`config.mk`:
```
export PLATFORM = sky130hd
export DESIGN_NAME = best_fit_heap_allocator
export DESIGN_NICKNAME = d
export VERILOG_FILES = /design/src/rtl/core/bfha_pkg.sv /design/src/rtl/core/bfha_ram.sv /design/src/rtl/core/best_fit_heap_allocator.sv
export SDC_FILE = /design/constraint.sdc
export NUM_CORES = 2
export LEC_CHECK = 0
export BUFFER_PORTS_ARGS = -buffer_cell sky130_fd_sc_hd__buf_2
export CAP_MARGIN = 20
export CORE_MARGIN = 10
export CORE_UTILIZATION = 35
export CTS_CLUSTER_SIZE = 20
export DETAILED_ROUTE_END_ITERATION = 10
export PLACE_DENSITY_LB_ADDON = 0.1
export SYNTH_ARGS = -nofsm -noshare
export SYNTH_HDL_FRONTEND = slang
export SYNTH_SLANG_ARGS = --single-unit
```
`constraint.sdc`:
```
create_clock -name clk -period 17.2 [get_ports clk]
set_input_delay 1.72 -clock clk [delete_from_list [all_inputs] [get_ports clk]]
set_output_delay 1.72 -clock clk [all_outputs]
set_load 0.01 [all_outputs]
```
`src/rtl/core/bfha_pkg.sv`:
```
// Shared types, constants and status codes of the best-fit heap allocator.
package bfha_pkg;

  localparam int HEAP_BYTES_DEF   = 8192;
  localparam int HEADER_BYTES_DEF = 32;
  localparam int MAX_BLOCKS_DEF   = 256;

  localparam int SIZE_W = 14;
  localparam int ADDR_W = 13;
  localparam int STAT_W = 3;

  localparam logic [STAT_W-1:0] ST_GRANTED  = 3'd0;
  localparam logic [STAT_W-1:0] ST_REFUSED  = 3'd1;
  localparam logic [STAT_W-1:0] ST_RELEASED = 3'd2;
  localparam logic [STAT_W-1:0] ST_NULL     = 3'd3;
  localparam logic [STAT_W-1:0] ST_BAD      = 3'd4;

  localparam logic KIND_ALLOC   = 1'b0;
  localparam logic KIND_RELEASE = 1'b1;

  typedef struct packed {
    logic              kind;
    logic [SIZE_W-1:0] request_size;
    logic [ADDR_W-1:0] release_address;
  } bfha_req_t;

  typedef struct packed {
    logic [STAT_W-1:0] status;
    logic [ADDR_W-1:0] payload_offset;
  } bfha_rsp_t;

endpackage

```
`src/rtl/core/bfha_ram.sv`:
```
// Generic single-port synchronous RAM with registered read.
module bfha_ram #(
  parameter int WIDTH = 8,
  parameter int DEPTH = 16
) (
  input  logic                     clk,
  input  logic                     we,
  input  logic [$clog2(DEPTH)-1:0] addr,
  input  logic [WIDTH-1:0]         wdata,
  output logic [WIDTH-1:0]         rdata
);
  logic [WIDTH-1:0] mem [DEPTH];

  always_ff @(posedge clk) begin
    if (we) mem[addr] <= wdata;
    rdata <= mem[addr];
  end
endmodule

```
`src/rtl/core/best_fit_heap_allocator.sv`:
```
// Top level of the best-fit heap allocator: block table RAM and sequencer.
//
//  channel | ports                          | handshake
//  in      | start, busy, in_req            | accepted when start & !busy
//  out     | out_valid, out_rsp             | one-cycle strobe, no back-pressure
//
// An allocate reads each table entry in turn (read, then evaluate), then decides
// and raises the strobe; an exact match ends the scan early. No new request is
// taken until the strobe is over. A release scans up to its block and, on a
// merge, shifts the later entries down, one read and one write per entry. All
// table accesses go through the single table RAM port.
// Zero-size and null requests answer in the cycle after acceptance; refused
// and bad-address requests answer after the scan.
// Reset clears block count and heap top; table contents need no clearing.
module best_fit_heap_allocator #(
  parameter int HEAP_BYTES   = bfha_pkg::HEAP_BYTES_DEF,
  parameter int HEADER_BYTES = bfha_pkg::HEADER_BYTES_DEF,
  parameter int MAX_BLOCKS   = bfha_pkg::MAX_BLOCKS_DEF
) (
  input  logic                clk,
  input  logic                rst_n,
  input  logic                start,
  output logic                busy,
  input  bfha_pkg::bfha_req_t in_req,
  output logic                out_valid,
  output bfha_pkg::bfha_rsp_t out_rsp
);
  import bfha_pkg::*;

  localparam int IW = $clog2(MAX_BLOCKS);
  localparam int CW = $clog2(MAX_BLOCKS + 1);
  localparam int AW = $clog2(HEAP_BYTES + 1) + 1;
  localparam int EW = SIZE_W + 1;  // {free, size}

  localparam logic [3:0] S_IDLE  = 4'd0;
  localparam logic [3:0] S_ARD   = 4'd1;  // allocate scan: wait read
  localparam logic [3:0] S_AEV   = 4'd2;  // allocate scan: evaluate
  localparam logic [3:0] S_RRD   = 4'd3;  // release scan
  localparam logic [3:0] S_REV   = 4'd4;
  localparam logic [3:0] S_NRD   = 4'd5;  // read next neighbor
  localparam logic [3:0] S_NEV   = 4'd6;
  localparam logic [3:0] S_PRD   = 4'd7;  // read previous neighbor
  localparam logic [3:0] S_PEV   = 4'd8;
  localparam logic [3:0] S_SHRD  = 4'd9;  // shift: read k+1
  localparam logic [3:0] S_SHWR  = 4'd10; // shift: write k
  localparam logic [3:0] S_WRB   = 4'd11; // write back, then respond or read previous
  localparam logic [3:0] S_PREAD = 4'd12; // unused; returns to idle

  localparam logic [AW-1:0] HDR = AW'(HEADER_BYTES);

  logic [3:0]        st_r, st_nxt;
  logic [CW-1:0]     cnt_r, cnt_nxt;
  logic [AW-1:0]     top_r, top_nxt;
  bfha_req_t         req_r, req_nxt;
  logic [CW-1:0]     i_r, i_nxt;
  logic [AW-1:0]     pos_r, pos_nxt;
  logic              fnd_r, fnd_nxt;
  logic [IW-1:0]     bi_r, bi_nxt;
  logic [AW-1:0]     bs_r, bs_nxt;   // best start
  logic [SIZE_W:0]   bz_r, bz_nxt;   // best or merged size
  logic [SIZE_W:0]   nsz_r, nsz_nxt; // size merged with previous neighbor
  logic [1:0]        ph_r, ph_nxt;   // 0 after-next, 1 after-prev
  logic              ov_r, ov_nxt;
  bfha_rsp_t         rsp_r, rsp_nxt;

  logic              we;
  logic [IW-1:0]     ra;
  logic [EW-1:0]     wd, rd;

  bfha_ram #(.WIDTH(EW), .DEPTH(1 << IW)) u_tab (
    .clk(clk), .we(we), .addr(ra), .wdata(wd), .rdata(rd)
  );

  logic              rfree;
  logic [SIZE_W-1:0] rsz;
  logic [AW-1:0]     end_pos;
  assign rfree   = rd[EW-1];
  assign rsz     = rd[SIZE_W-1:0];
  assign end_pos = top_r + HDR + AW'(req_r.request_size);

  always_comb begin
    st_nxt = st_r; cnt_nxt = cnt_r; top_nxt = top_r; req_nxt = req_r;
    i_nxt = i_r; pos_nxt = pos_r; fnd_nxt = fnd_r; bi_nxt = bi_r;
    bs_nxt = bs_r; bz_nxt = bz_r; nsz_nxt = nsz_r; ph_nxt = ph_r;
    ov_nxt = 1'b0; rsp_nxt = rsp_r;
    we = 1'b0; ra = i_r[IW-1:0]; wd = '0;
    unique case (st_r)
      S_IDLE: begin
        // hold off while the last result is on the strobe
        if (start && !ov_r) begin
          req_nxt = in_req; i_nxt = '0; pos_nxt = '0; fnd_nxt = 1'b0;
          ra = '0;
          if (in_req.kind == KIND_ALLOC) begin
            if (in_req.request_size == '0) begin
              rsp_nxt = '{ST_REFUSED, '0}; ov_nxt = 1'b1;
            end else st_nxt = (cnt_r == '0) ? S_AEV : S_ARD;
          end else begin
            if (in_req.release_address == '0) begin
              rsp_nxt = '{ST_NULL, '0}; ov_nxt = 1'b1;
            end else st_nxt = (cnt_r == '0) ? S_REV : S_RRD;
          end
        end
      end
      S_ARD: st_nxt = S_AEV;
      S_AEV: begin
        if (i_r == cnt_r) begin
          if (fnd_r) begin
            we = 1'b1; ra = bi_r; wd = {1'b0, bz_r[SIZE_W-1:0]};
            rsp_nxt = '{ST_GRANTED, ADDR_W'(bs_r + HDR)}; ov_nxt = 1'b1;
            st_nxt = S_IDLE;
          end else if (cnt_r == CW'(MAX_BLOCKS) ||
                       end_pos > AW'(HEAP_BYTES)) begin
            rsp_nxt = '{ST_REFUSED, '0}; ov_nxt = 1'b1; st_nxt = S_IDLE;
          end else begin
            we = 1'b1; ra = cnt_r[IW-1:0]; wd = {1'b0, req_r.request_size};
            cnt_nxt = cnt_r + 1'b1; top_nxt = end_pos;
            rsp_nxt = '{ST_GRANTED, ADDR_W'(top_r + HDR)}; ov_nxt = 1'b1;
            st_nxt = S_IDLE;
          end
        end else begin
          if (rfree && rsz >= req_r.request_size &&
              (!fnd_r || {1'b0, rsz} < bz_r)) begin
            fnd_nxt = 1'b1; bi_nxt = i_r[IW-1:0]; bs_nxt = pos_r;
            bz_nxt = {1'b0, rsz};
          end
          if (rfree && rsz == req_r.request_size &&
              (!fnd_r || {1'b0, rsz} < bz_r)) begin
            i_nxt = cnt_r; st_nxt = S_AEV;
          end else begin
            i_nxt = i_r + 1'b1; pos_nxt = pos_r + HDR + AW'(rsz);
            ra = IW'(i_r + 1'b1);
            st_nxt = (i_r + 1'b1 == cnt_r) ? S_AEV : S_ARD;
          end
        end
      end
      S_RRD: st_nxt = S_REV;
      S_REV: begin
        if (i_r == cnt_r) begin
          rsp_nxt = '{ST_BAD, '0}; ov_nxt = 1'b1; st_nxt = S_IDLE;
        end else if (pos_r + HDR == AW'(req_r.release_address)) begin
          bi_nxt = i_r[IW-1:0]; bz_nxt = {1'b0, rsz};
          if (i_r + 1'b1 < cnt_r) begin
            ra = IW'(i_r + 1'b1); st_nxt = S_NRD;
          end else begin
            ph_nxt = 2'd0; st_nxt = S_WRB;
          end
        end else begin
          i_nxt = i_r + 1'b1; pos_nxt = pos_r + HDR + AW'(rsz);
          ra = IW'(i_r + 1'b1); st_nxt = S_RRD;
        end
      end
      S_NRD: begin ra = IW'(bi_r + 1'b1); st_nxt = S_NEV; end
      S_NEV: begin
        if (rfree) begin
          bz_nxt = bz_r + {1'b0, rsz} + (SIZE_W+1)'(HEADER_BYTES);
          i_nxt = CW'(bi_r) + 2'd1; st_nxt = S_SHRD; ph_nxt = 2'd0;
          we = 1'b1; ra = bi_r; wd = {1'b1, bz_nxt[SIZE_W-1:0]};
        end else begin
          ph_nxt = 2'd0; st_nxt = S_WRB;
        end
      end
      // shift entries i+1.. down to i, then drop last
      S_SHRD: begin
        if (i_r + 1'b1 >= cnt_r) begin
          cnt_nxt = cnt_r - 1'b1;
          ph_nxt = ph_r; st_nxt = S_WRB;
        end else begin
          ra = IW'(i_r + 1'b1); st_nxt = S_SHWR;
        end
      end
      S_SHWR: begin
        we = 1'b1; ra = i_r[IW-1:0]; wd = rd;
        i_nxt = i_r + 1'b1; st_nxt = S_SHRD;
      end
      S_WRB: begin
        if (ph_r == 2'd0) begin
          we = 1'b1; ra = bi_r; wd = {1'b1, bz_r[SIZE_W-1:0]};
          if (bi_r != '0) begin
            st_nxt = S_PRD;
          end else begin
            rsp_nxt = '{ST_RELEASED, '0}; ov_nxt = 1'b1; st_nxt = S_IDLE;
          end
        end else begin
          rsp_nxt = '{ST_RELEASED, '0}; ov_nxt = 1'b1; st_nxt = S_IDLE;
        end
      end
      S_PRD: begin ra = bi_r - 1'b1; st_nxt = S_PEV; end
      S_PEV: begin
        if (rfree) begin
          nsz_nxt = {1'b0, rsz} + bz_r + (SIZE_W+1)'(HEADER_BYTES);
          we = 1'b1; ra = bi_r - 1'b1; wd = {1'b1, nsz_nxt[SIZE_W-1:0]};
          i_nxt = CW'(bi_r); ph_nxt = 2'd1; st_nxt = S_SHRD;
        end else begin
          rsp_nxt = '{ST_RELEASED, '0}; ov_nxt = 1'b1; st_nxt = S_IDLE;
        end
      end
      S_PREAD: st_nxt = S_IDLE;
      default: st_nxt = S_IDLE;
    endcase
  end

  always_ff @(posedge clk) begin
    if (!rst_n) begin
      st_r <= S_IDLE; cnt_r <= '0; top_r <= '0; ov_r <= 1'b0; ph_r <= '0;
    end else begin
      st_r <= st_nxt; cnt_r <= cnt_nxt; top_r <= top_nxt; ov_r <= ov_nxt;
      ph_r <= ph_nxt;
    end
    req_r <= req_nxt; i_r <= i_nxt; pos_r <= pos_nxt; fnd_r <= fnd_nxt;
    bi_r <= bi_nxt; bs_r <= bs_nxt; bz_r <= bz_nxt; nsz_r <= nsz_nxt;
    rsp_r <= rsp_nxt;
  end

  assign busy      = (st_r != S_IDLE) || ov_r;
  assign out_valid = ov_r;
  assign out_rsp   = rsp_r;
endmodule

```
# After elaboration in Yosys (flattened, before gate mapping)

Memory sizes are Yosys's and may differ from the RTL's. A register that Yosys moved wholly into a read port is not among the register bits.
Index checks and enable logic that the tools add are counted.

Bitwise logic cells: 3
$add $sub $neg: 13
Equal/unequal tests: 37
Mux-type cells: 105
Reductions and logical operators: 39
$lt $le $gt $ge: 5

Operator list:

| operator                                       | number |
|---|---|
| two-way mux 15 bit                             | 12 |
| two-way mux 16 bit                             | 9 |
| two-way mux 8 bit                              | 16 |
| two-way mux 9 bit                              | 11 |
| case mux 15 bit (3 select lines)               | 2 |
| case mux 16 bit (5 select lines)               | 1 |
| case mux 8 bit (9 select lines)                | 1 |
| two-way mux 14 bit                             | 5 |
| case mux 15 bit (4 select lines)               | 1 |
| case mux 9 bit (6 select lines)                | 1 |
| case mux 4 bit (12 select lines)               | 1 |
| adder 15 x 6 -> 15 bit (second input constant) | 3 |
| two-way mux 4 bit                              | 9 |
| adder 15 x 14 -> 15 bit                        | 2 |
| != test 2 bit (second input constant)          | 14 |
| two-way mux 1 bit                              | 19 |
| adder 9 x 1 -> 9 bit (second input constant)   | 2 |
| == test 9 bit                                  | 2 |
| two-way mux 2 bit                              | 9 |
| case mux 9 bit (2 select lines)                | 1 |
| == test 4 x 3 -> 1 bit (second input constant) | 4 |
| == test 4 bit (second input constant)          | 4 |
| case mux 8 bit (2 select lines)                | 1 |
| adder 14 x 15 -> 15 bit                        | 1 |
| 44 further kinds                               | 71 |

Register bits after elaboration: 135
Word-level logic and storage cells: 218
RAM bits: 3840
Input bits: 31
Output and inout bits: 18
Memories: 1

Memories:

| name      | words | bits a word | read ports | clocked after Yosys merged registers in | write ports | line           | RTL |
|---|---|---|---|---|---|---|---|
| u_tab.mem | 256   | 15          | 1          | 1                                       | 1           | bfha_ram.sv:12 | `logic [WIDTH-1:0] mem [DEPTH];` |

# Depth between registers and ports, before layout

Depth in word-level cells: 10
Depth in mapped cells: 28
Mapped depth without buffers: 22

# Modules after synthesis

From an unflattened synthesis, not the netlist that was laid out.

Cell total of the unflattened synthesis: 7565
Area total of the unflattened synthesis: 156794.1 sq um

Modules (own cells, without submodules):

| module                  | instances | area each (sq um) | cells each | seq. area each (sq um) |
|---|---|---|---|---|
| bfha_ram                | 1         | 145818.6          | 6328       | 115610.9 |
| best_fit_heap_allocator | 1         | 10975.5           | 1237       | 3723.6 |

# Least setup slack after synthesis

Ideal clock, no wire load.

Path kind: flip-flop to flip-flop
Start point: reg top_r[5]
End point: mem u_tab.mem[0][1] in the netlist's numbering (data pin)
Stages on the path, launching flop included: 16
Path buffers: 1
Path slack: 1784 ps
Arrival time: 13228 ps
Cells stage by stage: dfxtp_1 ha_1 nand3_1 xnor2_1 ha_1 a21oi_1 nand3_1 or3_1 o211a_1 a2111o_1 a211oi_2 a21oi_1 inv_1 nand2_1 clkbuf_1 o21ai_0

Word-level cells in the longest chain between the ends: 8

RTL lines:

| element                          | line                           | RTL |
|---|---|---|
| start: declaration               | best_fit_heap_allocator.sv:53  | `logic [AW-1:0] top_r, top_nxt;` |
| start signal: assignment         | best_fit_heap_allocator.sv:206 | `st_r <= st_nxt; cnt_r <= cnt_nxt; top_r <= top_nxt; ov_r <= ov_nxt;` |
| adder 15 x 6 -> 15 bit           | n/a                            |  |
| adder 15 x 14 -> 15 bit          | best_fit_heap_allocator.sv:79  | `assign end_pos = top_r + HDR + AW'(req_r.request_size);` |
| > comparator 15 x 14 -> 1 bit    | best_fit_heap_allocator.sv:112 | `end_pos > AW'(HEAP_BYTES)) begin` |
| logical OR 1 bit                 | best_fit_heap_allocator.sv:111 | `end else if (cnt_r == CW'(MAX_BLOCKS) \|\|` |
| two-way mux 14 bit               | best_fit_heap_allocator.sv:111 |  |
| two-way mux 14 bit               | best_fit_heap_allocator.sv:107 | `if (fnd_r) begin` |
| two-way mux 14 bit               | best_fit_heap_allocator.sv:106 | `if (i_r == cnt_r) begin` |
| case mux 15 bit (4 select lines) | best_fit_heap_allocator.sv:87  | `unique case (st_r)` |
| named net u_tab.wdata[1]         | bfha_ram.sv:9                  | `input logic [WIDTH-1:0] wdata,` |
| end: declaration                 | bfha_ram.sv:12                 |  |

The timed path passes the listed nets, and every way through them passes these cells.

# Worst setup path in the final report

Start point: reg i_r[0]
End point: reg u_tab.rdata[14] (read register of u_tab.mem)

Word-level cells in the longest chain between the ends: 6

RTL lines:

| element                             | line                                                           | RTL |
|---|---|---|
| start: declaration                  | best_fit_heap_allocator.sv:55                                  | `logic [CW-1:0] i_r, i_nxt;` |
| start signal: assignment            | best_fit_heap_allocator.sv:209                                 | `req_r <= req_nxt; i_r <= i_nxt; pos_r <= pos_nxt; fnd_r <= fnd_nxt;` |
| adder 9 x 1 -> 9 bit                | best_fit_heap_allocator.sv:142, best_fit_heap_allocator.sv:164 |  |
| less-than comparator 9 bit          | best_fit_heap_allocator.sv:142                                 | `if (i_r + 1'b1 < cnt_r) begin` |
| two-way mux 8 bit                   | best_fit_heap_allocator.sv:142                                 |  |
| two-way mux 8 bit                   | best_fit_heap_allocator.sv:140                                 | `end else if (pos_r + HDR == AW'(req_r.release_address)) begin` |
| two-way mux 8 bit                   | best_fit_heap_allocator.sv:138                                 | `if (i_r == cnt_r) begin` |
| case mux 8 bit (9 select lines) (*) | best_fit_heap_allocator.sv:87                                  |  |
| end: declaration                    | bfha_ram.sv:10                                                 | `output logic [WIDTH-1:0] rdata` |

Every way passes the cells marked *; elsewhere a longest branch is shown, timed or not.
A chain may end at the register's enable or synchronous reset.

==> results.sh <==
export IMPL_status="finished clean"
export IMPL_syn2layout_area_growth_pct=13.9
export IMPL_critPathRequiredTime_ns=18.07
export IMPL_fp_dieArea_um2=496000
export IMPL_clock_latency_ns=1.02
export IMPL_endpoint_kind="flop"
export IMPL_grt_setup_unrepaired="false"
export IMPL_avgSynthCellArea_um2=12.6
export IMPL_hold_path_end="top_r[0]"
export IMPL_r2r_end="u_tab.rdata[14]"
export IMPL_synthesis_nets=13109
export IMPL_pre_cts_slack_ns=7.19
export IMPL_final_core_util=0.400
export IMPL_worstSetupPathType="flop to flop"
export IMPL_clk_path_buf_depth=4
export IMPL_grt_pass1_wl_mm=795
export IMPL_crit_fanout=97
export IMPL_hp_class="flop to flop"
export IMPL_setup_ws_ns=7.20
export IMPL_hold_viol=0
export IMPL_cts_clk_slew_worst_paths_ns=0.06
export IMPL_grt_usage=0.218
export IMPL_leakage_nw=67.3
export IMPL_initial_core_util=0.351
export IMPL_numCtsBuffers=443
export IMPL_grt_pass1_vias=102451
export IMPL_synth_commonest_cells="edfxtp_1 (3944), nand2_1 (3716), nand3_1 (1896)"
export IMPL_die_y_um=704
export IMPL_critPathArrivalTime_ns=10.87
export IMPL_report_final_slew_viol_count=0
export IMPL_routed_wire_length_per_instance_um=28.5
export IMPL_yosysWarningCount=0
export IMPL_p_per_area_nw_per_um2=173
export IMPL_dp_hpwl_mm=334
export IMPL_drtPass1Iterations=8
export IMPL_yosysMostFrequentCell="edfxtp_1"
export IMPL_total_power_w=0.0322
export IMPL_drt_initial_drc_count=11501
export IMPL_finClkSkew_ns=0.0632
export IMPL_cts_hold_fix_buffers=0
export IMPL_ant_nets=0
export IMPL_start_kind="flop"
export IMPL_final_cells=19776
export IMPL_ys_top_cells_by_area="edfxtp_1 (72%), nand2_1 (8.5%), nand3_1 (5.8%)"
export IMPL_setup_tns_final_ns=0
export IMPL_worst_r2r_cell_count=24
export IMPL_cts_sinks=3989
export IMPL_dp_cells=18915
export IMPL_regToRegSetupSlack_ns=7.20
export IMPL_synth_cell_types=98
export IMPL_setup_viol=0
export IMPL_core_region_area_um2=467000
export IMPL_vias=107912
export IMPL_min_path_cells=2
export IMPL_wl_mm=564
export IMPL_ys_flop_type="edfxtp_1"
export IMPL_reg2reg_from="i_r[0]"
export IMPL_netlist_area_um2=164000
export IMPL_async_flop_share=0
export IMPL_synth_edf_count=3944
export IMPL_die_w_um=704
export IMPL_grt_antenna_before_repair=37
export IMPL_gp_congestion=0.863
export IMPL_postCtsSetupBuffers=0
export IMPL_synth_top_cell_area_share=0.723
export IMPL_synth_seq_cells=3989
export IMPL_ys_seq_area_frac=0.729
export IMPL_cts_root_buffer="clkbuf_16"
export IMPL_syn_inst=12966
export IMPL_ioPinCount=49
export IMPL_worst_pin_slew_ns=1.25
export IMPL_fin_crit_ns=10.0
export IMPL_drc=0
export IMPL_io_buffers=48
export IMPL_overflow=0
export IMPL_cts_htree_levels=5
export IMPL_routed_via_density=5.46
export IMPL_grt_max_degree=194
export IMPL_vdd_drop_max_uv=170
export IMPL_post_cts_resize_count=0
export IMPL_relSlewSlack=0.165
export IMPL_hold_start="top_r[0]"
export IMPL_yosys_area_top_type="edfxtp_1"
export IMPL_rows=251
export IMPL_nets=13314
export IMPL_cts_tree="done"
export IMPL_drive_gt1_frac=0.0990
export IMPL_drv_cap=0
export IMPL_fin_crit_sh=0.581
export IMPL_fmax_mhz=100
routing by layer:
metal / track usage / vias to the layer above / wire [um]
met5: 0 / - / 55
met4: 0.0661 / 8 / 18100
met3: 0.0300 / 774 / 36300
met2: 0.344 / 3703 / 258000
met1: 0.311 / 55583 / 251000
li1: - / 47844 / -
logic make-up (layout without fill, tap and decap cells):
kind of cell	count (synthesis)	after routing	share of synthesized area
and+or+nand+nor	6735	6735	0.181
DFF	3989	3989	0.729
AOI/OAI and AO/OA	950	950	0.0404
buffers and inverters	934	1511	0.0269
muxes	156	156	0.00957
adders and majority gates	112	112	0.00874
xor gates and xnor gates	90	90	0.00481
other	0	35	0
cells in the final DEF (no fill, tap or decap), types with 37 or more instances in the layout:
cell       Yosys  routed
edfxtp_1    3944    3944
nand2_1     3716    3699
nand3_1     1896    1895
buf_4         85     487
clkbuf_16      0     451
nor2_1       388     351
and3_1       337     336
a31oi_1      215     215
a21oi_1      158     157
mux2i_1      152     152
nand4_1      146     146
clkinv_1       2     119
a211oi_1     116     113
inv_1        111     111
ha_1         108     108
clkbuf_1     280     105
o21ai_0       96      85
clkinv_2       0      84
xnor2_1       58      58
buf_2        308      57
nor4_1        59      53
dfxtp_1       45      45
a221oi_1      43      43
nor2_2         1      37
where the power goes:
| group | total, W | switching [W] | internal [W] | leakage [nW] |
|---|---|---|---|---|
| sequential | 0.0112 | 0.000258 | 0.0109 | 42.2 |
| combinational | 0.0119 | 0.00912 | 0.00281 | 18.3 |
| clock | 0.00913 | 0.00395 | 0.00518 | 6.73 |
worst max-delay path by stage:
stage | startpoint | to | cells past startpoint
3_5_place_dp | i_r[0] | u_tab.rdata[5] | 25
3_3_place_gp | i_r[0] | u_tab.rdata[13] | 23
6_report | i_r[0] | u_tab.rdata[14] | 24
4_1_cts | i_r[0] | u_tab.rdata[5] | 25
5_1_grt | i_r[0] | u_tab.rdata[5] | 24
2_1_floorplan | top_r[5] | u_tab.mem[0][1] | 15
area by class of cell:
type	instances	area (um2)
Multi-Input combinational cell	8043	40500
Sequential cell	3989	119000
Timing Repair Buffer	580	4600
Clock inverter	256	1990
Inverter	114	428
Clock buffer	561	11700
Antenna cell	35	87.6
Tap cell	6198	7750
Fill cell	44077	280000
registers in the layout (all words and copies together), names as in the netlist:
signal / flops
out_valid: 1
bi_r: 8
bs_r: 13
top_r: 15
req_r: 27
ph_r: 1
st_r: 4
cnt_r: 9
out_rsp: 16
u_tab.rdata: 15
fnd_r: 1
i_r: 9
bz_r: 15
pos_r: 15
u_tab.mem: 3840
metrics by stage:
step	cell area, um2	hold WS (ns)
2_1_floorplan	164000	0.421
3_3_place_gp	172000	0.468
5_1_grt	186000	0.518
6_report	186000	0.488
3_5_place_dp	173000	0.480
4_1_cts	186000	0.489
critical path: stages (launching register included):
cell	delay, ns
edfxtp_1	0.57
ha_1	0.44
and3_1	0.24
nand3_1	0.15
nor2_1	0.19
xnor2_1	0.16
inv_1	0.07
ha_1	0.32
a21oi_1	0.27
nor2b_1	0.25
a21oi_1	0.17
nor3b_1	0.46
a32o_1	0.28
o2111ai_1	0.22
o21ai_4	0.64
buf_4	0.68
buf_12	0.38
buf_4	0.76
buf_4	0.73
and3_1	0.28
a211oi_1	0.05
nor4_1	0.84
nand4_1	0.37
or4_1	0.60
or4_1	0.43
Note: power is estimated with default switching activity, not from simulation.
